[src/hdl/rhdc_pkg.sv]
// Shared constants, payload types and control structs for the RGB histogram block
package rhdc_pkg;

    localparam int COUNT_BITS = 24;
    localparam int LEVELS     = 256;
    localparam int VAL_W      = 8;
    localparam int IDX_W      = $clog2(LEVELS);
    localparam int GCNT_W     = IDX_W + 1;
    localparam int GRP_W      = COUNT_BITS + IDX_W;
    localparam int SUM_W      = COUNT_BITS + IDX_W + VAL_W;
    localparam int Q_W        = VAL_W;
    localparam int ISUM_W     = 2 * IDX_W;
    localparam int PKN_W      = IDX_W + 1;
    localparam int REC_W      = 2 * VAL_W;
    localparam int CFG_W      = 8;
    localparam int CFG_IDX_W  = 1;

    localparam logic [COUNT_BITS-1:0] COUNT_MAX = {COUNT_BITS{1'b1}};

    // register indexes
    localparam logic [CFG_IDX_W-1:0] CFG_PEAK_ROUNDS = 1'd0;
    localparam logic [CFG_IDX_W-1:0] CFG_BIN_WIDTH   = 1'd1;

    // divider job codes
    localparam logic [1:0] DIV_MEAN  = 2'd0;
    localparam logic [1:0] DIV_ROUND = 2'd1;
    localparam logic [1:0] DIV_FINAL = 2'd2;

    typedef struct packed {
        logic [VAL_W-1:0] red_value;
        logic [VAL_W-1:0] green_value;
        logic [VAL_W-1:0] blue_value;
        logic             last_pixel;
    } pix_t;

    typedef struct packed {
        logic [VAL_W-1:0] dominant_red;
        logic [VAL_W-1:0] dominant_green;
        logic [VAL_W-1:0] dominant_blue;
        logic [VAL_W-1:0] mean_red;
        logic [VAL_W-1:0] mean_green;
        logic [VAL_W-1:0] mean_blue;
        logic             empty_region;
    } res_t;

    // controller to datapath
    typedef struct packed {
        logic             px_load;
        logic             inc_wr;
        logic             hist_clr;
        logic             sweep;
        logic             grp_rd;
        logic             grp_zero;
        logic [IDX_W-1:0] idx;
        logic [VAL_W-1:0] rnd;
        logic             clr_acc;
        logic             rnd_init;
        logic             div_start;
        logic [1:0]       div_sel;
        logic             load_out;
    } cmd_t;

    // datapath to controller
    typedef struct packed {
        logic grp_last;
        logic rnd_last;
        logic div_done;
        logic out_free;
    } sts_t;

    // datapath to each channel lane
    typedef struct packed {
        cmd_t             cmd;
        logic             sw_vld;
        logic [IDX_W-1:0] sw_idx;
        logic             grp_close;
        logic [IDX_W-1:0] grp_idx;
        logic             g_vld;
        logic             g_zero;
        logic [IDX_W-1:0] g_idx;
    } lane_ctl_t;

endpackage

[src/hdl/rhdc_ctrl.sv]
// Controller: sequences pixel updates, the region sweep and the peak rounds
module rhdc_ctrl (
    input  logic           clk,
    input  logic           rst_n,
    input  logic           in_valid,
    output logic           in_ready,
    input  logic           last_pixel,
    input  rhdc_pkg::sts_t sts,
    output rhdc_pkg::cmd_t cmd
);
    import rhdc_pkg::*;

    localparam logic [4:0] S_INIT   = 5'd0;
    localparam logic [4:0] S_IDLE   = 5'd1;
    localparam logic [4:0] S_WR     = 5'd2;
    localparam logic [4:0] S_SWEEP  = 5'd3;
    localparam logic [4:0] S_SDRAIN = 5'd4;
    localparam logic [4:0] S_MSTART = 5'd5;
    localparam logic [4:0] S_MDIV   = 5'd6;
    localparam logic [4:0] S_RINIT  = 5'd7;
    localparam logic [4:0] S_MAX    = 5'd8;
    localparam logic [4:0] S_ZERO   = 5'd9;
    localparam logic [4:0] S_ZDRAIN = 5'd10;
    localparam logic [4:0] S_RSTART = 5'd11;
    localparam logic [4:0] S_RDIV   = 5'd12;
    localparam logic [4:0] S_FSTART = 5'd13;
    localparam logic [4:0] S_FDIV   = 5'd14;
    localparam logic [4:0] S_OUT    = 5'd15;

    logic [4:0]       state_reg, state_next;
    logic [IDX_W-1:0] idx_reg, idx_next;
    logic [VAL_W-1:0] rnd_reg, rnd_next;
    logic             last_reg, last_next;
    logic             accept;
    logic             idx_top;

    assign in_ready = (state_reg == S_IDLE);
    assign accept   = in_valid && in_ready;
    assign idx_top  = (idx_reg == IDX_W'(LEVELS - 1));

    always_ff @(posedge clk or negedge rst_n)
    begin
        if (!rst_n)
        begin
            state_reg <= S_INIT;
            idx_reg   <= '0;
            rnd_reg   <= '0;
            last_reg  <= 1'b0;
        end
        else
        begin
            state_reg <= state_next;
            idx_reg   <= idx_next;
            rnd_reg   <= rnd_next;
            last_reg  <= last_next;
        end
    end

    // next state and commands
    always_comb
    begin
        state_next = state_reg;
        idx_next   = idx_reg;
        rnd_next   = rnd_reg;
        last_next  = last_reg;
        cmd        = '0;
        cmd.idx    = idx_reg;
        cmd.rnd    = rnd_reg;
        cmd.div_sel = DIV_MEAN;

        case (state_reg)
            // clear all histogram entries after reset
            S_INIT:
            begin
                cmd.hist_clr = 1'b1;
                idx_next     = idx_reg + 1'b1;
                if (idx_top)
                begin
                    state_next = S_IDLE;
                end
            end
            S_IDLE:
            begin
                if (accept)
                begin
                    cmd.px_load = 1'b1;
                    last_next   = last_pixel;
                    state_next  = S_WR;
                end
            end
            // write back the incremented counts
            S_WR:
            begin
                cmd.inc_wr = 1'b1;
                if (last_reg)
                begin
                    cmd.clr_acc = 1'b1;
                    idx_next    = '0;
                    state_next  = S_SWEEP;
                end
                else
                begin
                    state_next = S_IDLE;
                end
            end
            // read and clear every level, building groups and mean sums
            S_SWEEP:
            begin
                cmd.hist_clr = 1'b1;
                cmd.sweep    = 1'b1;
                idx_next     = idx_reg + 1'b1;
                if (idx_top)
                begin
                    state_next = S_SDRAIN;
                end
            end
            S_SDRAIN:
            begin
                state_next = S_MSTART;
            end
            S_MSTART:
            begin
                cmd.div_start = 1'b1;
                cmd.div_sel   = DIV_MEAN;
                state_next    = S_MDIV;
            end
            S_MDIV:
            begin
                if (sts.div_done)
                begin
                    rnd_next   = '0;
                    state_next = S_RINIT;
                end
            end
            S_RINIT:
            begin
                cmd.rnd_init = 1'b1;
                idx_next     = '0;
                state_next   = S_MAX;
            end
            // find the largest group
            S_MAX:
            begin
                cmd.grp_rd = 1'b1;
                idx_next   = idx_reg + 1'b1;
                if (sts.grp_last)
                begin
                    idx_next   = '0;
                    state_next = S_ZERO;
                end
            end
            // collect and drop every group at the maximum
            S_ZERO:
            begin
                cmd.grp_rd   = 1'b1;
                cmd.grp_zero = 1'b1;
                idx_next     = idx_reg + 1'b1;
                if (sts.grp_last)
                begin
                    state_next = S_ZDRAIN;
                end
            end
            S_ZDRAIN:
            begin
                state_next = S_RSTART;
            end
            S_RSTART:
            begin
                cmd.div_start = 1'b1;
                cmd.div_sel   = DIV_ROUND;
                state_next    = S_RDIV;
            end
            S_RDIV:
            begin
                if (sts.div_done)
                begin
                    if (sts.rnd_last)
                    begin
                        state_next = S_FSTART;
                    end
                    else
                    begin
                        rnd_next   = rnd_reg + 1'b1;
                        state_next = S_RINIT;
                    end
                end
            end
            S_FSTART:
            begin
                cmd.div_start = 1'b1;
                cmd.div_sel   = DIV_FINAL;
                state_next    = S_FDIV;
            end
            S_FDIV:
            begin
                if (sts.div_done)
                begin
                    state_next = S_OUT;
                end
            end
            // hand the result over once the output register is free
            S_OUT:
            begin
                if (sts.out_free)
                begin
                    cmd.load_out = 1'b1;
                    last_next    = 1'b0;
                    state_next   = S_IDLE;
                end
            end
            default:
            begin
                state_next = S_IDLE;
            end
        endcase
    end

    // divider finishes only while a division phase waits for it
    assert property (@(posedge clk) disable iff (!rst_n)
        sts.div_done |->
            (state_reg == S_MDIV || state_reg == S_RDIV || state_reg == S_FDIV))
        else $error("divider done outside a division phase");

    // the sweep always follows the write-back of a last pixel
    assert property (@(posedge clk) disable iff (!rst_n)
        (state_reg == S_WR && last_reg) |=> (state_reg == S_SWEEP && idx_reg == '0))
        else $error("sweep not started after last pixel");

    // pixels are only taken with no region computation in flight
    assert property (@(posedge clk) disable iff (!rst_n)
        accept |-> !last_reg)
        else $error("pixel accepted during region computation");

endmodule

[config.mk]
export PLATFORM = sky130hd
export DESIGN_NAME = rhdc_ctrl
export DESIGN_NICKNAME = d
export VERILOG_FILES = /design/src/hdl/rhdc_pkg.sv /design/src/hdl/rhdc_ctrl.sv
export SDC_FILE = /design/constraint.sdc
export NUM_CORES = 1
export LEC_CHECK = 0
export BUFFER_PORTS_ARGS = -buffer_cell sky130_fd_sc_hd__buf_2
export CAP_MARGIN = 10
export CORE_MARGIN = 10
export CORE_UTILIZATION = 42
export DETAILED_ROUTE_END_ITERATION = 10
export GPL_ROUTABILITY_DRIVEN = 0
export PLACE_DENSITY_LB_ADDON = 0.05
export RECOVER_POWER = 50
export SETUP_SLACK_MARGIN = 0.4
export SYNTH_ARGS = -nofsm -noshare
export SYNTH_HDL_FRONTEND = slang
export SYNTH_SLANG_ARGS = --single-unit
[constraint.sdc]
create_clock -name clk -period 2.2 [get_ports clk]
set_input_delay 0 -clock clk [delete_from_list [all_inputs] [get_ports clk]]
set_output_delay 0 -clock clk [all_outputs]
set_load 0.02 [all_outputs]
### After elaboration in Yosys (flattened, before gate mapping)

Index checks and enable logic that the tools add are counted.

| operators by class | value |
|---|---|
| bitwise logic cells | 0 |
| multipliers | 0 |
| mux-type cells | 35 |
| div/mod/pow operators | 0 |
| add/subtract/negate cells | 2 |
| shift-type cells | 0 |
| equality and inequality tests | 27 |
| reductions and logical operators | 12 |
| magnitude comparators | 0 |

Operators by type and width:

| operator | number |
|---|---|
| 5-bit one-hot mux with 16 select lines | 1 |
| 5-bit two-way mux | 9 |
| 5-bit by 4-bit equality test with 1-bit output, second input constant | 8 |
| 8-bit two-way mux | 5 |
| 8-bit one-hot mux with 4 select lines | 1 |
| 5-bit by 3-bit equality test with 1-bit output, second input constant | 4 |
| 2-bit != test, second input constant | 10 |
| 8-bit by 1-bit adder with 8-bit output, second input constant | 2 |
| 8-bit one-hot mux with 2 select lines | 1 |
| 1-bit two-way mux | 14 |
| 5-bit by 2-bit equality test with 1-bit output, second input constant | 2 |
| 3-bit one-hot mux with 3 select lines | 1 |
| 9-bit AND reduction | 1 |
| 8-bit equality test, second input constant | 1 |
| 5-bit by 1-bit equality test with 1-bit output, second input constant | 1 |
| 5-bit zero test | 1 |
| 4-bit two-way mux | 1 |
| 4-bit AND reduction | 1 |
| 2-bit nonzero test | 2 |
| 4-bit nonzero test | 1 |
| 2-bit OR reduction | 2 |
| 3-bit AND reduction | 1 |
| 3-bit OR reduction | 1 |
| 2-bit two-way mux | 1 |
| 4 further kinds | 4 |

| word-level totals | value |
|---|---|
| flip-flop bits (word level) | 22 |
| ROM bits | 0 |
| bits in writable memories | 0 |
| word-level logic and storage cells | 80 |
| bits in latches | 0 |
| memories kept | 0 |
| bits of input ports | 8 |

### Depth between registers and ports, before layout

Gate-level depths: netlist (run 1).

| logic depth | value |
|---|---|
| depth after elaboration | 4 |
| gate-level depth with buffers | 7 |
| mapped depth without buffers | 6 |

### Worst setup path before layout (run 1)

No wires, ideal clock.

| timing path | value |
|---|---|
| kind | register to register |
| from | reg state_reg[3] |
| to | reg last_reg |
| setup time | 0.147 ns |
| data arrival time | 1.595 ns |
| stages on the path, launching flop included | 7 |
| slack | 0.458 ns |
| data required time | 2.053 ns |
| period minus slack after synthesis | 1.742 ns |
| cell sequence | dfrtp_1 buf_6 clkbuf_1 nor3_1 nand2_1 nand2_1 o22ai_1 |

| on the way | value |
|---|---|
| word-level cells in the longest chain between the ends | 4 |
| elaborated cells on any way between the ends | 8 |

RTL lines:

| what | line | source |
|---|---|---|
| start, declared | rhdc_ctrl.sv:30 | `logic [4:0] state_reg, state_next;` |
| start signal, assigned | rhdc_ctrl.sv:52 | `state_reg <= state_next;` |
| 5-bit by 1-bit equality test with 1-bit output * | rhdc_ctrl.sv:37 | `assign in_ready = (state_reg == S_IDLE);` |
| net in_ready | rhdc_ctrl.sv:6 | `output logic in_ready,` |
| 1-bit logical AND | rhdc_ctrl.sv:38 | `assign accept = in_valid && in_ready;` |
| 2-bit by 1-bit != test with 1-bit output (no line) | - |  |
| 3-bit AND reduction (no line) | - |  |
| end signal, assigned | rhdc_ctrl.sv:55 | `last_reg <= last_next;` |
| end, declared | rhdc_ctrl.sv:33 | `logic last_reg, last_next;` |

The timed path passes the listed nets; every way through them passes the cells marked *.
A chain may end at the register's enable or synchronous reset.

==> reports/results.tsv, run 1 <==
metric	value	unit
fin_nets	215	
critical_path_cell_count	5	
whs_path_depth	3	
dp_slack	0.377	ns
top_layer_used	met4	
grt_max_degree	22	
n_antenna_cell	0	
antenna_found_initial	0	
die_x	76.7	um
start_kind	register	
dp_cells	237	
track_usage	11.6	%
synth_seq_cells	21	
netlist_top_cells_count	dfrtp_1, o21ai_0, nor2_1	
seq_area	533	sq um
tns	0	ns
ios	37	
slew_headroom	20.0	%
wl_met2	1830	um
finalMaxSlewViolations	0	
h-tree-depth	1	
wl_met1	1530	um
final_util	53.7	%
cts-root-buf	clkbuf_4	
die-area	0.00589	sq mm
yosysMostFrequentCell	dfrtp_1	
clk_latency	0.32	ns
io_buffers	36	
arrival	1.69	ns
drc	0	
syn-instance-count	160	
synth-compound-area-share	22.7	%
finalCritPeriodShare	76.7	%
first_pass_iters	4	
synth_area_leader_cell	dfrtp_1	
cp.required	2.20	ns
fin_crit	1.69	ns
grt-ovfl-total	0	
first_global_vias	1267	
final_cells	248	
ys_warn_count	0	
cts_inserted_buffers	3	
crit_buf_inv	2	
fillers	302	
cap_violations	0	
synth_edf_count	0	
cp-end-kind	output pin	
tightest_slew	1.20	ns
wl	3580	um
yosysSeqAreaShare	38.9	%
via_per_inst	5.32	
finalSetupViolations	0	
cts_tree	done	
synth.avg_cell_area	8.45	sq um
wl_met3	183	um
via_count	1320	
fmax	593	MHz
p_per_area	1190	mW/mm^2
avgRoutedWirePerCell	14.4	um
synth_top_family_by_area	simple AND/OR/NAND/NOR gates	
critPathKind	register to output pin	
area_growth	22.2	%
synth-async-reset-ratio	100	%
reg2regPathDepth	4	
die_h	76.7	um
ys.flop_type	dfrtp_1	
grt_pass1_wl	5860	um
rsz0062_at_grt	false	
initial_core_util	43.9	%
total_power	1.97	mW
synthTopCellsByArea	dfrtp_1, o21ai_0, nand2b_1	
clock_skew	0.0133	ns
clk_path_buf_depth	2	
multiInputGateArea	764	sq um
cp_slowest_cell	dfrtp_4	
crit_path_max_incr_delay	0.58	ns
critical_path.cell_chain	nand2b_1, nor3_1, nand2_1, inv_1, buf_2	
cts_sinks	21	
drtIter0Drc	55	
synth_top_area_share	38.9	%
finalHoldViolCount	0	
post-dp-hpwl	2660	um
placementRows	20	
synth_fa_ha_area_share	1.85	%
crit_family	flip-flops	
clk_pin_slew_worst_paths	0.14	ns
syn_area	0.00135	sq mm
synth_xor_area_share	1.30	%
synth.distinct_cells	42	
drive_gt1_share	25.0	%
ant_nets	0	
path_max_fanout	13	
syn_nets	170	
setup_ws	0.513	ns
yosys.area_share.simple	29.7	%
synth_mux_area_share	0.833	%
hp-class	input port to register	
p_leak	0.751	nW
status	finished, final reports clean	
core_region_area	0.00308	sq mm
peakVddDrop	0.651	mV
[layout make-up]
type | instances | area share (%)
clock buffer | 3 | 1.36
clock inverter | 1 | 0.303
inverter | 4 | 0.909
multi-input combinational | 127 | 46.3
sequential | 21 | 32.3
tap | 44 | 3.33
timing repair buffer | 48 | 15.5
[per-layer routing]
layer	global-route usage, %	vias up
met3	3.38	6
met5	0	-
met4	3.35	0
met1	13.6	635
met2	19.9	23
li1	-	656
[stage by stage]
stage                     instance area (sq um)  hold slack, ns
final                                      1650          0.0158
after global routing                       1650          0.0423
after CTS                                  1620          0.0209
after detailed placement                   1580        -0.00171
after global placement                     1580         -0.0107
after floorplan                            1350          -0.296
[timing repair]
item | CTS | global route
buffers inserted | 0 | 5
hold buffers | 2 | 0
setup endpoints to repair | 10 | 9
resized for setup | 1 | 5
hold endpoints to repair | 22 | 0
[kinds of logic (layout without fill, tap and decap cells)]
family,after synthesis,in the layout
buffers and inverters,12,56
AND/OR/NAND/NOR,75,75
multiplexers,1,1
XOR/XNOR,2,2
flip-flops,21,21
adder cells (fa/ha/maj),2,2
AO/OA/AOI/OAI,47,47
[worst reg2reg max path, cell delays in order, from the launching register on]
cell and delay, ns:
dfrtp_4 0.58, nand2b_1 0.24, o221ai_2 0.38, nor2b_1 0.29, nor2_1 0.08
[power breakdown]
| part | switching, mW | leakage (nW) | internal [mW] |
|---|---|---|---|
| sequential | 0.181 | 0.276 | 0.481 |
| clock | 0.138 | 0.0177 | 0.0680 |
| combinational | 0.638 | 0.457 | 0.464 |
| total | 0.957 | 0.751 | 1.01 |
[cell usage in the layout (no fill, tap or decap), types with 2 or more instances in the layout]
cell           Yosys  routed
buf_2              3      21
o21ai_0           19      19
nor2_1            18      18
dfrtp_1           21      17
clkbuf_1           3      15
nand2_1           14      14
nand2b_1          11      11
buf_4              0      10
and3_1             6       6
a21oi_1            6       6
nor3_1             5       5
nand3_1            5       5
inv_1              4       4
nor2b_1            4       4
o21ai_1            4       4
o31ai_1            4       4
clkbuf_4           0       3
dfrtp_2            0       3
nor2_2             2       2
xor2_1             2       2
a31oi_1            2       2
or3_1              2       2
dlygate4sd3_1      0       2
[worst paths after layout]
path	from	end	slack (ns)
setup / recovery	state_reg[1]$_DFFE_PN0P_	cmd[27]	0.51
hold / removal	in_valid	last_reg$_DFFE_PN0P_	0.02
setup reg to reg	state_reg[1]$_DFFE_PN0P_	idx_reg[3]$_DFFE_PN0P_	0.52
hold reg to reg	rnd_reg[7]$_DFFE_PN0P_	rnd_reg[7]$_DFFE_PN0P_	0.49
max in group asynchronous	rst_n	state_reg[1]$_DFFE_PN0P_	0.93
min in group asynchronous	rst_n	rnd_reg[5]$_DFFE_PN0P_	0.42
Note: power is estimated with default switching activity, not from simulation.
==> run 2, diff against run 1 <==
==> constraint.sdc (replaced) <==
create_clock -name clk -period 1.6 [get_ports clk]
set_input_delay 0 -clock clk [delete_from_list [all_inputs] [get_ports clk]]
set_output_delay 0 -clock clk [all_outputs]
set_load 0.02 [all_outputs]
==> run 2 against run 1 <==
Effect of this change:
- the flow now finishes with violations (setup timing)
- worst setup slack worse by 0.59 ns
- power rose by 110%
- cell area grew 42%
- first-iteration DRC count up 38%
- largest cell class unchanged
- clock power increased by 38%
- sequential share of layout area is 9.5 points lower
- core utilization rose by 22 points
- via count rose by 15%
- register-to-register slack lost 0.60 ns
==> reports/results.tsv, run 2 (same netlist as run 1, synthesis figures left out) <==
metric	value	unit
ant_nets	0	
finalSetupViolations	4	
cp-end-kind	register	
finalCritPeriodShare	105	%
gr-usage-met2	23.9	%
die-area	0.00589	sq mm
clk_pin_slew_worst_paths	0.14	ns
n_antenna_cell	0	
cts_tree	done	
cts-root-buf	clkbuf_4	
clk_latency	0.33	ns
grtUsageMet1	16.3	%
final_util	76.1	%
setup_ws	-0.0787	ns
cts_sinks	21	
die_x	76.7	um
fin_crit	1.68	ns
via_per_inst	5.44	
cap_violations	0	
rsz0062_at_grt	true	
fin_area	0.00234	sq mm
grt_pass1_wl	6800	um
via_count	1512	
cp.required	1.87	ns
clk_path_buf_depth	2	
placementRows	20	
tns	-0.147	ns
area_growth	73.2	%
status	finished, violations left	
io_buffers	36	
start_kind	register	
violations	setup timing	
critPathKind	register to register	
ios	37	
dp_cells	247	
finalMaxSlewViolations	0	
final_cells	278	
slew_headroom	19.2	%
dp_slack	0.0284	ns
track_usage	13.6	%
total_power	4.22	mW
p_per_area	1800	mW/mm^2
grt_use_met3	3.03	%
worst_hold_slack	0.0895	ns
post-dp-hpwl	2780	um
arrival	1.94	ns
grt_max_degree	22	
peakVddDrop	1.30	mV
layout_commonest_cell	buf_6	
tightest_slew	1.21	ns
antenna_found_initial	0	
first_pass_iters	4	
wl	4960	um
fin_nets	245	
clock_skew	0.00833	ns
p_leak	1.05	nW
busiest_layer	met2	
finalHoldViolCount	0	
final_cell_mix	buf_6, buf_4, buf_2	
cts_inserted_buffers	3	
core_region_area	0.00308	sq mm
die_h	76.7	um
hp-class	input port to register	
grt-ovfl-total	0	
path_max_fanout	5	
initial_core_util	43.9	%
h-tree-depth	1	
fmax	596	MHz
avgRoutedWirePerCell	17.8	um
postPlaceCellArea	0.00171	sq mm
drtIter0Drc	76	
first_global_vias	1362	
drc	0	
drive_gt1_share	59.0	%
run 2: changes by cell type in the layout (fill, tap and decap cells not counted), sizes merged:
cell / before / now
buf: 31 / 66
clkbuf: 18 / 13
run 2: worst paths after layout:
kind | startpoint | end | slack [ns] | depth (start not counted)
max reg2reg | state_reg[1]$_DFFE_PN0P_ | idx_reg[5]$_DFFE_PN0P_ | -0.08 | 7
min | in_valid | last_reg$_DFFE_PN0P_ | 0.09 | 4
max in group asynchronous | rst_n | state_reg[0]$_DFFE_PN0P_ | 0.37 | 2
max | state_reg[1]$_DFFE_PN0P_ | idx_reg[5]$_DFFE_PN0P_ | -0.08 | 7
min reg2reg | rnd_reg[3]$_DFFE_PN0P_ | rnd_reg[3]$_DFFE_PN0P_ | 0.51 | 1
min in group asynchronous | rst_n | rnd_reg[5]$_DFFE_PN0P_ | 0.43 | 2
run 2: where the power goes:
part | internal (mW) | switching (mW) | leakage [nW]
Clock | 0.0939 | 0.191 | 0.0177
Combinational | 1.50 | 1.59 | 0.756
Sequential | 0.657 | 0.191 | 0.273
run 2: repair_timing:
action                                  in CTS  in global routing
hold buffers                                 2                  0
pin swaps                                   10                 19
gates resized for setup                     48                 60
endpoints found under the setup margin      34                 34
endpoints found under the hold margin       22                  0
gates cloned                                 0                  1
setup buffers                               15                  9
run 2: final cells by class:
| cell class | instances | area [sq um] |
|---|---|---|
| Clock buffer | 3 | 22.5 |
| Timing Repair Buffer | 78 | 623 |
| Clock inverter | 1 | 5.00 |
| Fill cell | 207 | 737 |
| Multi-Input combinational cell | 127 | 1080 |
| Inverter | 4 | 20.0 |
| Tap cell | 44 | 55.1 |
| Sequential cell | 21 | 533 |
run 2: metal layers:
layer	wire, um	up-vias
met2	2740	36
li1	-	719
met4	59	0
met5	0	-
met1	1900	749
met3	263	8
run 2: critical path, stage by stage (launching register included):
cell	delay, ns
dfrtp_1	0.44
buf_6	0.15
buf_6	0.12
nor3b_4	0.18
a21o_1	0.17
o21ai_2	0.09
or3_1	0.33
a21oi_2	0.14
